<file path="src/rtl/assert_macros.svh">
// Assertion macros for the RTL files that check their own logic.
`ifndef ASSERT_MACROS_SVH
`define ASSERT_MACROS_SVH

// Same-cycle implication, checked while out of reset.
`define ASSERT_IMPL(label, clk, rst_n, ante, cons) \
    label: assert property (@(posedge clk) disable iff (!(rst_n)) (ante) |-> (cons)) \
        else $error("implication check failed");

// Next-cycle implication, checked while out of reset.
`define ASSERT_NEXT(label, clk, rst_n, ante, cons) \
    label: assert property (@(posedge clk) disable iff (!(rst_n)) (ante) |=> (cons)) \
        else $error("next-cycle check failed");

`endif

</file>
<file path="src/rtl/sfsd_pkg.sv">
// Types and constants shared by the frame sync decoder modules.
package sfsd_pkg;

    localparam int FRAME_BYTES   = 25;
    localparam int NUM_CHANNELS  = 16;
    localparam int CHAN_BITS     = 11;
    localparam int PAYLOAD_BYTES = 22;
    localparam int PAYLOAD_W     = PAYLOAD_BYTES * 8;
    localparam int FILL_W        = 5;
    localparam int CHAN_NUM_W    = 4;
    localparam int CNT_W         = 16;
    localparam int OUT_DATA_W    = 56;
    localparam int PADDR_W       = 3;

    // Flag byte bit masks
    localparam logic [7:0] LOST_BIT     = 8'h04;
    localparam logic [7:0] FAILSAFE_BIT = 8'h08;

    // Register indexes (word address bit)
    localparam logic REG_START_MARKER = 1'b0;
    localparam logic REG_END_MARKER   = 1'b1;

    localparam logic [7:0] START_MARKER_RST = 8'h0F;
    localparam logic [7:0] END_MARKER_RST   = 8'h00;

    localparam logic [CHAN_NUM_W-1:0] LAST_CHAN = CHAN_NUM_W'(NUM_CHANNELS - 1);

    typedef struct packed {
        logic [7:0] start_marker;
        logic [7:0] end_marker;
    } t_cfg;

    // One accepted frame, as queued between front and back
    typedef struct packed {
        logic [PAYLOAD_W-1:0] payload;
        logic                 failsafe;
        logic                 lost;
        logic                 resynced;
        logic [CNT_W-1:0]     frames_seen;
        logic [CNT_W-1:0]     resync_total;
    } t_frame;

    typedef struct packed {
        logic full;
        logic empty;
    } t_fifo_stat;

endpackage

</file>
<file path="src/rtl/sfsd_front.sv">
// Front end: byte window, marker check and frame/resync bookkeeping.
module sfsd_front (
    input  logic           i_clk,
    input  logic           i_rst_n,
    input  logic           i_valid,
    output logic           o_ready,
    input  logic [7:0]     i_byte,
    input  sfsd_pkg::t_cfg i_cfg,
    input  logic           i_fifo_full,
    output logic           o_push,
    output sfsd_pkg::t_frame o_frame
);
    import sfsd_pkg::*;

    logic [7:0]        r_win [FRAME_BYTES];
    logic [FILL_W-1:0] r_fill;
    logic              r_ever;
    logic              r_drop;
    logic [CNT_W-1:0]  r_frames;
    logic [CNT_W-1:0]  r_resyncs;

    logic             accept;
    logic             full_now;
    logic             hit;
    logic             resync;
    logic [CNT_W-1:0] n_resyncs;

    // Hold input off while the queue has no room for a frame
    assign o_ready  = !i_fifo_full;
    assign accept   = i_valid && o_ready;
    assign full_now = (r_fill >= FILL_W'(FRAME_BYTES - 1));
    assign hit      = full_now && (r_win[1] == i_cfg.start_marker)
                      && (i_byte == i_cfg.end_marker);
    assign resync    = r_drop && r_ever;
    assign n_resyncs = resync ? r_resyncs + 1'b1 : r_resyncs;
    assign o_push    = accept && hit;

    // Build the frame from the window as it stands before this byte shifts in
    always_comb begin
        for (int m = 0; m < PAYLOAD_BYTES; m++) begin
            o_frame.payload[8*m +: 8] = r_win[m+2];
        end
        o_frame.failsafe     = (r_win[FRAME_BYTES-1] & FAILSAFE_BIT) != 8'h00;
        o_frame.lost         = (r_win[FRAME_BYTES-1] & LOST_BIT) != 8'h00;
        o_frame.resynced     = resync;
        o_frame.frames_seen  = r_frames + 1'b1;
        o_frame.resync_total = n_resyncs;
    end

    // Shift each byte in at the top; the oldest byte falls out at index 0
    always_ff @(posedge i_clk) begin
        if (accept) begin
            for (int i = 0; i < FRAME_BYTES - 1; i++) begin
                r_win[i] <= r_win[i+1];
            end
            r_win[FRAME_BYTES-1] <= i_byte;
        end
    end

    // Advance fill level and counters
    always_ff @(posedge i_clk) begin
        if (!i_rst_n) begin
            r_fill    <= '0;
            r_ever    <= 1'b0;
            r_drop    <= 1'b0;
            r_frames  <= '0;
            r_resyncs <= '0;
        end else if (accept) begin
            if (!full_now) begin
                r_fill <= r_fill + 1'b1;
            end else if (hit) begin
                r_fill    <= '0;
                r_frames  <= r_frames + 1'b1;
                r_resyncs <= n_resyncs;
                r_ever    <= 1'b1;
                r_drop    <= 1'b0;
            end else begin
                r_fill <= FILL_W'(FRAME_BYTES - 1);
                r_drop <= 1'b1;
            end
        end
    end

endmodule

</file>
<file path="src/rtl/sfsd_frame_fifo.sv">
// Two-entry frame queue between front and back.
module sfsd_frame_fifo (
    input  logic                 i_clk,
    input  logic                 i_rst_n,
    input  logic                 i_push,
    input  sfsd_pkg::t_frame     i_frame,
    input  logic                 i_pop,
    output sfsd_pkg::t_frame     o_head,
    output sfsd_pkg::t_fifo_stat o_stat
);
    import sfsd_pkg::*;

    t_frame     r_mem [2];
    logic       r_wptr;
    logic       r_rptr;
    logic [1:0] r_count;

    logic do_push;
    logic do_pop;

    assign o_stat.full  = (r_count == 2'd2);
    assign o_stat.empty = (r_count == 2'd0);
    assign o_head       = r_mem[r_rptr];
    assign do_push      = i_push && !o_stat.full;
    assign do_pop       = i_pop && !o_stat.empty;

    // Store incoming frame
    always_ff @(posedge i_clk) begin
        if (do_push) begin
            r_mem[r_wptr] <= i_frame;
        end
    end

    // Advance pointers and occupancy
    always_ff @(posedge i_clk) begin
        if (!i_rst_n) begin
            r_wptr  <= 1'b0;
            r_rptr  <= 1'b0;
            r_count <= 2'd0;
        end else begin
            if (do_push) begin
                r_wptr <= !r_wptr;
            end
            if (do_pop) begin
                r_rptr <= !r_rptr;
            end
            case ({do_push, do_pop})
                2'b10:   r_count <= r_count + 2'd1;
                2'b01:   r_count <= r_count - 2'd1;
                default: r_count <= r_count;
            endcase
        end
    end

endmodule

</file>
<file path="src/rtl/sfsd_back.sv">
// Back end: walks the channels of the head frame into the output register.
module sfsd_back (
    input  logic                  i_clk,
    input  logic                  i_rst_n,
    input  sfsd_pkg::t_frame      i_head,
    input  logic                  i_empty,
    output logic                  o_pop,
    output logic                  o_valid,
    input  logic                  i_ready,
    output logic [sfsd_pkg::OUT_DATA_W-1:0] o_data,
    output logic                  o_last
);
    import sfsd_pkg::*;

    logic [CHAN_NUM_W-1:0] r_chan;
    logic                  r_valid;
    logic [CHAN_NUM_W-1:0] r_num;
    logic [CHAN_BITS-1:0]  r_value;
    logic                  r_fs;
    logic                  r_lost;
    logic                  r_resync;
    logic [CNT_W-1:0]      r_frames;
    logic [CNT_W-1:0]      r_resyncs;
    logic                  r_last;

    logic load;
    logic take;
    logic chan_last;

    assign load      = !r_valid || i_ready;
    assign take      = load && !i_empty;
    assign chan_last = (r_chan == LAST_CHAN);
    assign o_pop     = take && chan_last;

    // Fill output payload with the next channel of the head frame
    always_ff @(posedge i_clk) begin
        if (take) begin
            r_num     <= r_chan;
            r_value   <= i_head.payload[CHAN_BITS*r_chan +: CHAN_BITS];
            r_fs      <= i_head.failsafe;
            r_lost    <= i_head.lost;
            r_resync  <= i_head.resynced;
            r_frames  <= i_head.frames_seen;
            r_resyncs <= i_head.resync_total;
            r_last    <= chan_last;
        end
    end

    // Advance channel index and output valid
    always_ff @(posedge i_clk) begin
        if (!i_rst_n) begin
            r_chan  <= '0;
            r_valid <= 1'b0;
        end else if (load) begin
            r_valid <= !i_empty;
            if (take) begin
                r_chan <= chan_last ? '0 : r_chan + 1'b1;
            end
        end
    end

    assign o_valid = r_valid;
    assign o_last  = r_last;
    assign o_data  = {6'd0, r_resyncs, r_frames, r_resync, r_lost, r_fs, r_value, r_num};

endmodule

</file>
<file path="src/rtl/sbus_frame_sync_decoder_top.sv">
// Top level of the frame sync decoder: register port, front, queue, back.
//
//  channel   direction  beat content
//  s         in         one received byte
//  m         out        one decoded channel, tlast on the final channel of a frame
//  apb       in/out     start_marker at 0x0, end_marker at 0x4
//
// A byte is taken every cycle while the frame queue has room; a byte that
// completes a matching frame queues it in the same cycle. The back end issues
// one channel per cycle while the output is ready, so a frame drains while the
// next one gathers. Input stalls only when two frames wait in the queue.
// Reset is synchronous, active low, and clears window fill and counters.
module sbus_frame_sync_decoder_top (
    input  logic                           i_clk,
    input  logic                           i_rst_n,
    input  logic                           i_s_tvalid,
    output logic                           o_s_tready,
    // [7:0] rx_byte
    input  logic [7:0]                     i_s_tdata,
    output logic                           o_m_tvalid,
    input  logic                           i_m_tready,
    // [3:0] channel_number, [14:4] channel_value, [15] failsafe_flag,
    // [16] lost_flag, [17] resynced, [33:18] frames_seen,
    // [49:34] resync_total, [55:50] zero
    output logic [sfsd_pkg::OUT_DATA_W-1:0] o_m_tdata,
    output logic                           o_m_tlast,
    input  logic                           i_psel,
    input  logic                           i_penable,
    input  logic                           i_pwrite,
    input  logic [sfsd_pkg::PADDR_W-1:0]   i_paddr,
    input  logic [31:0]                    i_pwdata,
    output logic [31:0]                    o_prdata,
    output logic                           o_pready
);
    import sfsd_pkg::*;

    `include "assert_macros.svh"

    t_cfg       r_cfg;
    t_frame     push_frame;
    t_frame     head_frame;
    t_fifo_stat fifo_stat;
    logic       push;
    logic       pop;
    logic       cfg_wr;

    // Register port
    assign o_pready = 1'b1;
    assign cfg_wr   = i_psel && i_penable && i_pwrite;

    always_ff @(posedge i_clk) begin
        if (!i_rst_n) begin
            r_cfg.start_marker <= START_MARKER_RST;
            r_cfg.end_marker   <= END_MARKER_RST;
        end else if (cfg_wr) begin
            case (i_paddr[2])
                REG_START_MARKER: r_cfg.start_marker <= i_pwdata[7:0];
                REG_END_MARKER:   r_cfg.end_marker   <= i_pwdata[7:0];
                default:          r_cfg <= r_cfg;
            endcase
        end
    end

    always_comb begin
        case (i_paddr[2])
            REG_START_MARKER: o_prdata = {24'd0, r_cfg.start_marker};
            REG_END_MARKER:   o_prdata = {24'd0, r_cfg.end_marker};
            default:          o_prdata = 32'd0;
        endcase
    end

    sfsd_front u_front (
        .i_clk       (i_clk),
        .i_rst_n     (i_rst_n),
        .i_valid     (i_s_tvalid),
        .o_ready     (o_s_tready),
        .i_byte      (i_s_tdata),
        .i_cfg       (r_cfg),
        .i_fifo_full (fifo_stat.full),
        .o_push      (push),
        .o_frame     (push_frame)
    );

    sfsd_frame_fifo u_fifo (
        .i_clk   (i_clk),
        .i_rst_n (i_rst_n),
        .i_push  (push),
        .i_frame (push_frame),
        .i_pop   (pop),
        .o_head  (head_frame),
        .o_stat  (fifo_stat)
    );

    sfsd_back u_back (
        .i_clk   (i_clk),
        .i_rst_n (i_rst_n),
        .i_head  (head_frame),
        .i_empty (fifo_stat.empty),
        .o_pop   (pop),
        .o_valid (o_m_tvalid),
        .i_ready (i_m_tready),
        .o_data  (o_m_tdata),
        .o_last  (o_m_tlast)
    );

    // A frame is queued only when the queue has room for it
    `ASSERT_IMPL(a_no_overflow, i_clk, i_rst_n, push, !fifo_stat.full)
    // The final channel of a frame carries the highest channel number
    `ASSERT_IMPL(a_last_is_top, i_clk, i_rst_n, o_m_tvalid && o_m_tlast,
                 o_m_tdata[CHAN_NUM_W-1:0] == LAST_CHAN)
    // A new output beat is sourced from a queued frame
    `ASSERT_IMPL(a_valid_has_src, i_clk, i_rst_n, $rose(o_m_tvalid), $past(!fifo_stat.empty))
    // Popping the last channel empties or advances the queue
    `ASSERT_NEXT(a_pop_on_last, i_clk, i_rst_n, pop && !push, !fifo_stat.full)

endmodule
</file>
<file path="config.mk">
export PLATFORM = sky130hd
export DESIGN_NAME = sbus_frame_sync_decoder_top
export DESIGN_NICKNAME = d
export VERILOG_FILES = /design/src/rtl/sfsd_pkg.sv /design/src/rtl/sfsd_front.sv /design/src/rtl/sfsd_frame_fifo.sv /design/src/rtl/sfsd_back.sv /design/src/rtl/sbus_frame_sync_decoder_top.sv
export VERILOG_INCLUDE_DIRS = /design/src /design/src/rtl
export SDC_FILE = /design/constraint.sdc
export NUM_CORES = 1
export LEC_CHECK = 0
export BUFFER_PORTS_ARGS = -buffer_cell sky130_fd_sc_hd__buf_2
export CORE_ASPECT_RATIO = 0.75
export CORE_MARGIN = 2
export CORE_UTILIZATION = 50
export CTS_BUF_LIST = sky130_fd_sc_hd__clkbuf_4
export CTS_CLUSTER_DIAMETER = 120
export DETAILED_ROUTE_END_ITERATION = 10
export PLACE_DENSITY = 0.71
export SLEW_MARGIN = 40
export SYNTH_ARGS = -nofsm -noshare
export SYNTH_HDL_FRONTEND = slang
export SYNTH_HIERARCHICAL = 1
export SYNTH_SLANG_ARGS = --single-unit
</file>
<file path="constraint.sdc">
create_clock -name i_clk -period 16.43 [get_ports i_clk]
set_clock_uncertainty 0.2 [all_clocks]
set_input_delay 0.8215 -clock i_clk [delete_from_list [all_inputs] [get_ports i_clk]]
set_output_delay 0.8215 -clock i_clk [all_outputs]
set_load 0.01 [all_outputs]
</file>
==> reports/results.ini, run 1 <==
[synthesis]
synth-seq-cells=730
netlist_instances=1683
ys_types=56
syn_area_sq_mm=0.0295
synth_compound_area_share_pct=1.46
synth_mux_area_share_pct=13.2
yosysWarnings=6
async_flop_share_pct=0
ys.flop_type=edfxtp_1
synth_top_area_share_pct=67.7
yosysSeqAreaShare_pct=72.1
synthTopCellsByArea=edfxtp_1 68%, mux2_2 8.4%, buf_4 5.7%
synth_fa_ha_area_share_pct=0.255
synth_area_leader_cell=edfxtp_1
synthSimpleGateAreaFrac_pct=4.81
synth_enable_flop_cells=665
avgSynthCellArea_sq_um=17.5
synth_top_family_by_area=multiplexers
synth-xor-area-share_pct=1.25

[min_path]
holdPathStages=3
hold_class=in2reg
worstHoldStart=i_pwdata[5]

[cts]
cts_tree=done
htree_num_levels=4
clock-sinks=730
insertion_delay_ns=0.90
cts_root_buf=clkbuf_4
hold_buffers=14
cts_setup_buffers=0
clkSlewWorstSetupHoldPaths_ns=0.06
cts_buffer_depth=3
ctsResizeCount=0
cts_buffers=166

[floorplanning]
fp-row-count=77
dieArea_sq_mm=0.0610
start_util_pct=50.3
die_w_microns=284
die_y_microns=214
core_area_sq_mm=0.0587
io_pins=142

[worst_setup_path]
path_class=in2reg
crit_chain=dlygate4sd3_1, buf_2, xor2_1, nor4_2, nand4_1, buf_4, nor3_1, inv_1, or3_1, inv_12, buf_6
worstSetupEndpointType=flop
cp_num_cells=11
crit_family=buffers and inverters
timing.critical_path.slowest_stage_cell=buf_6
crit_arrival_ns=5.21
cp_num_buf_inv=6
reg2reg_depth=9
rr_startpoint=u_front/r_win[0][8]
required_ns=16.72
cpPeakStageDelay_ns=0.70
cp_max_fo=138
critPathLaunchType=primary input
startpoint=i_s_tdata[2]

[place]
place.gp.congestion=0.812
dpl_cell_area_sq_mm=0.0293
portBuffers=84
hpwl_mm=31.4

[sta]
fin_crit_ns=4.92
setup_viol=0
rsz0062_at_grt=no
tightest_slew_ns=1.00
setup_tns_ns=0
max_freq_mhz=203
period_share_pct=29.9
relSlewSlack_pct=33.2
final_hold_viol_count=0
slew_viol_final=0

[grt]
grt_pass1_vias=14100
grt_overflow=0
grt_first_pass_wirelength_mm=81.6
grt_max_degree=142
grtUsageTotal_pct=17.6
antenna_found_initial=4

[finish]
num-fill-cells=4547
layout_common_cells=665 x edfxtp_1, 259 x clkbuf_4, 220 x mux2_2
fin_area_sq_mm=0.0317
mostFrequentLayoutCell=edfxtp_1
area_delta_synth_final_pct=7.32
nNetsFinal=1772
drive_gt1_share_pct=36.8

[detailed_routing]
first_pass_iters=5
drt_iter0_drc=1509
routed_wl_mm=53.4
ant_nets=0
viasPerCell=5.32
drc_errors=0
wl_per_cell_microns=20.3
vias=14000

[pwr]
pwr_density_cell_mw_per_mm2=113
leakage_nw=10.2
ir_worst_vdd_uv=69.3

[status]
status=finished clean

[flow_run]
maxCapViolCount=0

## cells by family after synthesis
| group | count (synthesis) |
|---|---|
| flip-flops | 730 |
| multiplexers | 305 |
| buffers and inverters | 295 |
| AND/OR/NAND/NOR | 241 |
| AO/OA/AOI/OAI | 61 |
| XOR/XNOR | 42 |
| adder cells (fa/ha/maj) | 6 |
| other | 3 |
## layer usage
metal / share of wire, % / track usage, % / routed length, microns
met2: 44 / 24.5 / 23400
met4: 1.2 / 4.60 / 659
met1: 48 / 26.9 / 25400
met5: 0 / 0 / 0
met3: 7.3 / 5.31 / 3920
## stage by stage
stage | hold slack, ns | total power [W] | util [%] | cells | worst slack, ns
3_3_place_gp | 0.203 | 0.00215 | 49.7 | 2320 | 11.00
6_report | 0.0987 | 0.00357 | 53.9 | 2631 | 11.51
4_1_cts | 0.00309 | 0.00361 | 53.9 | 2629 | 11.77
3_5_place_dp | 0.205 | 0.00215 | 49.9 | 2324 | 11.34
5_1_grt | 0.0248 | 0.00371 | 53.9 | 2630 | 11.37
2_1_floorplan | 0.200 | 0.00217 | - | 1711 | 8.70
## worst min-delay path: stages
cell,delay [ns]
buf_2,0.11
nand2_1,0.09
mux2i_1,0.07
## path summary, 6_finish.rpt
check,endpoint,slack [ns]
setup / recovery,u_fifo/r_mem[0][49],11.51
hold / removal,r_cfg[13],0.1
setup reg to reg,u_fifo/r_mem[0][49],11.71
hold reg to reg,u_front/r_win[1][57],0.22
## power by group
| part | total (W) | switching [W] | internal (W) |
|---|---|---|---|
| registers | 0.00207 | 0.0000233 | 0.00205 |
| clock network | 0.00146 | 0.000677 | 0.000779 |
| logic | 0.0000401 | 0.0000288 | 0.0000112 |
## final cells by class
class	instances	area, sq um	area share (%)
Tap cell	790	988	3.12
Multi-Input combinational cell	686	6310	19.9
Clock buffer	259	1940	6.14
Timing Repair Buffer	113	762	2.41
Clock inverter	32	268	0.846
Inverter	19	96.3	0.304
Antenna cell	2	5.00	0.0158
Sequential cell	730	21300	67.2
## sequential cells by signal (all words and copies together), names as in the netlist, 11 cells and up, named ones only
signal             count
r_cfg                 16
u_back/r_frames       16
u_back/r_resyncs      16
u_back/r_value        11
u_fifo/r_mem         422
u_front/r_frames      16
u_front/r_resyncs     16
u_front/r_win        192
## Yosys cell counts (20+ instances only)
cell type and n:
mux2_2 220, buf_2 26, nand2_1 80, buf_4 224, edfxtp_1 665, xnor2_1 26
nand2b_1 29, a22oi_1 22, nor2b_1 20, mux4_2 44, mux2i_1 41, dfxtp_1 65
Note: power is estimated with default switching activity, not from simulation.
==> inputs of run 2 (changes only) <==
==> constraint.sdc (replaced) <==
create_clock -name i_clk -period 4.66 [get_ports i_clk]
set_clock_uncertainty 0.2 [all_clocks]
set_input_delay 0.233 -clock i_clk [delete_from_list [all_inputs] [get_ports i_clk]]
set_output_delay 0.233 -clock i_clk [all_outputs]
set_load 0.01 [all_outputs]
==> run 2 against run 1 <==
Net effect: clock-buffer cell count down 2; register-to-register slack worse by 11 ns; via count grew 0.47%; clock power increased to 3.4 times the previous value; global-route usage increased by 0.17 points; sequential share of layout area down 0.84 points; cell area grew 1.3%; die area unchanged; wire length rose by 1.3%; core utilization grew 0.68 points; largest cell class unchanged; highest routed layer unchanged.
==> reports/results.ini, run 2 (synthesized netlist as in run 1, its figures left out) <==
[pwr]
p_comb_share_pct=1.3  ; +0.2 points
internal_power_w=0.00987  ; +250%
leakage_nw=10.4  ; +2.1%
p_switching_w=0.00261  ; +260%
sw_frac_of_total_pct=20.9  ; +0.49 points
p_seq_share_pct=58.6  ; +0.5 points
pwr_density_cell_mw_per_mm2=389  ; +250%
pwr-share-clk_pct=40.1  ; -0.7 points
ir_worst_vdd_uv=226  ; +230%

[worst_setup_path]
path_class=reg2reg
crit_arrival_ns=3.91  ; -1.30 ns
required_ns=4.93  ; -11.79 ns
rrSetupSlack_ns=1.02  ; -10.69 ns
reg2reg_depth=9  ; unchanged
rr_startpoint=r_cfg[10]
worstReg2RegEnd=u_fifo/r_mem[0][195]
worstSetupEndpointType=flop
cp_max_fo=78  ; -43%
critPathLaunchType=flop

[min_path]
holdPathStages=4  ; +1
hold_end=r_cfg[5]
hold_class=in2reg
worstHoldStart=i_pwdata[5]

[detailed_routing]
ant_nets=0  ; unchanged
routed_wl_mm=54.1  ; +1.3%
drc_errors=0  ; unchanged
first_pass_iters=5  ; unchanged
drt_iter0_drc=1359  ; -9.9%
viasPerCell=5.22  ; -1.8%
vias=14100  ; +0.47%
wl_per_cell_microns=20.1  ; -1.0%

[finish]
nNetsFinal=1818  ; +2.6%
largestRegisters=u_fifo/r_mem: 422 flops, u_front/r_win: 192 flops
drive_gt1_share_pct=36.2  ; -0.57 points
num-fill-cells=4451  ; -2.1%
area_delta_synth_final_pct=8.66
fin_cells=2693  ; +2.4%
regMostFlops=u_fifo/r_mem
fin_area_sq_mm=0.0320  ; +1.3%
mostFrequentLayoutCell=edfxtp_1
largest_reg_flops=422  ; unchanged
layout_common_cells=665 x edfxtp_1, 257 x clkbuf_4, 220 x mux2_2

[place]
hpwl_mm=32.3  ; +2.9%
place.gp.congestion=0.797  ; -1.8%
place_worst_setup_slack_ns=1.23  ; -10.11 ns
dpl_cell_area_sq_mm=0.0294  ; +0.32%
portBuffers=84  ; unchanged
dpl.cell_count=2334  ; +0.43%

[cts]
cts_tree=done
cts_buffers=171  ; +3.0%
clock-sinks=730  ; unchanged
htree_num_levels=4  ; unchanged
cts_buffer_depth=3  ; unchanged
clkSlewWorstSetupHoldPaths_ns=0.06  ; about the same
ctsResizeCount=0  ; unchanged
cts_root_buf=clkbuf_4
insertion_delay_ns=0.87  ; -0.03 ns

[sta]
rsz0062_at_grt=no
max_freq_mhz=275
fin_crit_ns=3.64
layout_setup_ws_ns=1.02  ; -10.49 ns
relSlewSlack_pct=46.1  ; +13 points
slew_viol_final=0  ; unchanged
tightest_slew_ns=0.808  ; -0.194 ns
setup_viol=0  ; unchanged
final_hold_viol_count=0  ; unchanged
period_share_pct=78.1
setup_tns_ns=0  ; unchanged

[grt]
grt_max_degree=144  ; +1.4%
antenna_found_initial=3  ; -1
grt_first_pass_wirelength_mm=83.0  ; +1.7%
grt_pass1_vias=14300  ; +1.5%
grtUsageTotal_pct=17.8  ; +0.17 points
grt_overflow=0  ; unchanged

[flow_run]
maxCapViolCount=0  ; unchanged

[floorplanning]
io_pins=142  ; unchanged
dieArea_sq_mm=0.0610  ; unchanged
core_area_sq_mm=0.0587  ; unchanged
die_w_microns=284  ; unchanged
die_y_microns=214  ; unchanged
start_util_pct=50.3  ; unchanged
fp-row-count=77  ; unchanged

[status]
status=finished clean

==> run 2: critical path, cell delays in order (launching register included) <==
cell	delay, ns
dfxtp_1	0.34
nor2b_1	0.15
nor4_1	0.40
nand3_1	0.33
nor3_4	0.38
inv_1	0.09
or3_4	0.35
clkinvlp_4	0.11
buf_12	0.30
buf_16	0.38
==> run 2: worst max-delay path by stage <==
stage	to	startpoint
floorplan	u_fifo/r_mem[0][0]	u_front/r_win[0][15]
global placement	u_fifo/r_mem[0][83]	u_front/r_fill[3]
detailed placement	u_fifo/r_mem[0][83]	u_front/r_fill[3]
CTS	u_fifo/r_mem[0][125]	r_cfg[10]
global route	u_fifo/r_mem[0][190]	r_cfg[10]
finish	u_fifo/r_mem[0][195]	r_cfg[10]
==> run 2: what timing repair did <==
action / CTS / global route
endpoints found under the hold margin: 75 / 0
hold buffers: 43 / 0
buffers inserted: 0 / 0
==> run 2: power groups by stage <==
stage | clock [W] | combinational, W | sequential (W)
after global routing | 0.00551 | 0.000175 | 0.00732
final | 0.00501 | 0.000161 | 0.00731
after CTS | 0.00516 | 0.000159 | 0.00731
after floorplan | 0 | 0.000221 | 0.00741
after detailed placement | 0 | 0.000134 | 0.00745
after global placement | 0 | 0.000131 | 0.00745
==> run 2: area by class of cell <==
class	instances	area, sq um	area share (%)
multi-input cells	686	6330	19.7
clock inverters	55	259	0.808
flip-flops and latches	730	21300	66.4
well taps	790	988	3.08
repair buffers	154	1180	3.67
inverters	19	82.6	0.258
clock buffers	257	1930	6.02
diodes	2	5.00	0.0156
==> run 2: metrics by stage <==
step	util, %	total power (W)	hold WS (ns)
after CTS	54.5	0.0126	0.0135
after detailed placement	50.1	0.00759	0.207
after floorplan	-	0.00763	0.132
after global placement	50.0	0.00758	0.205
after global routing	54.6	0.0130	0.0129
final	54.6	0.0125	0.0961
==> run 2: metal layers <==
metal | track usage (%) | vias to the layer above | share of wire [%]
li1 | - | 6447 | -
met5 | 0 | - | 0
met3 | 4.48 | 52 | 6.3
met4 | 4.86 | 0 | 1.1
met1 | 27.1 | 7131 | 48
met2 | 25.3 | 422 | 45
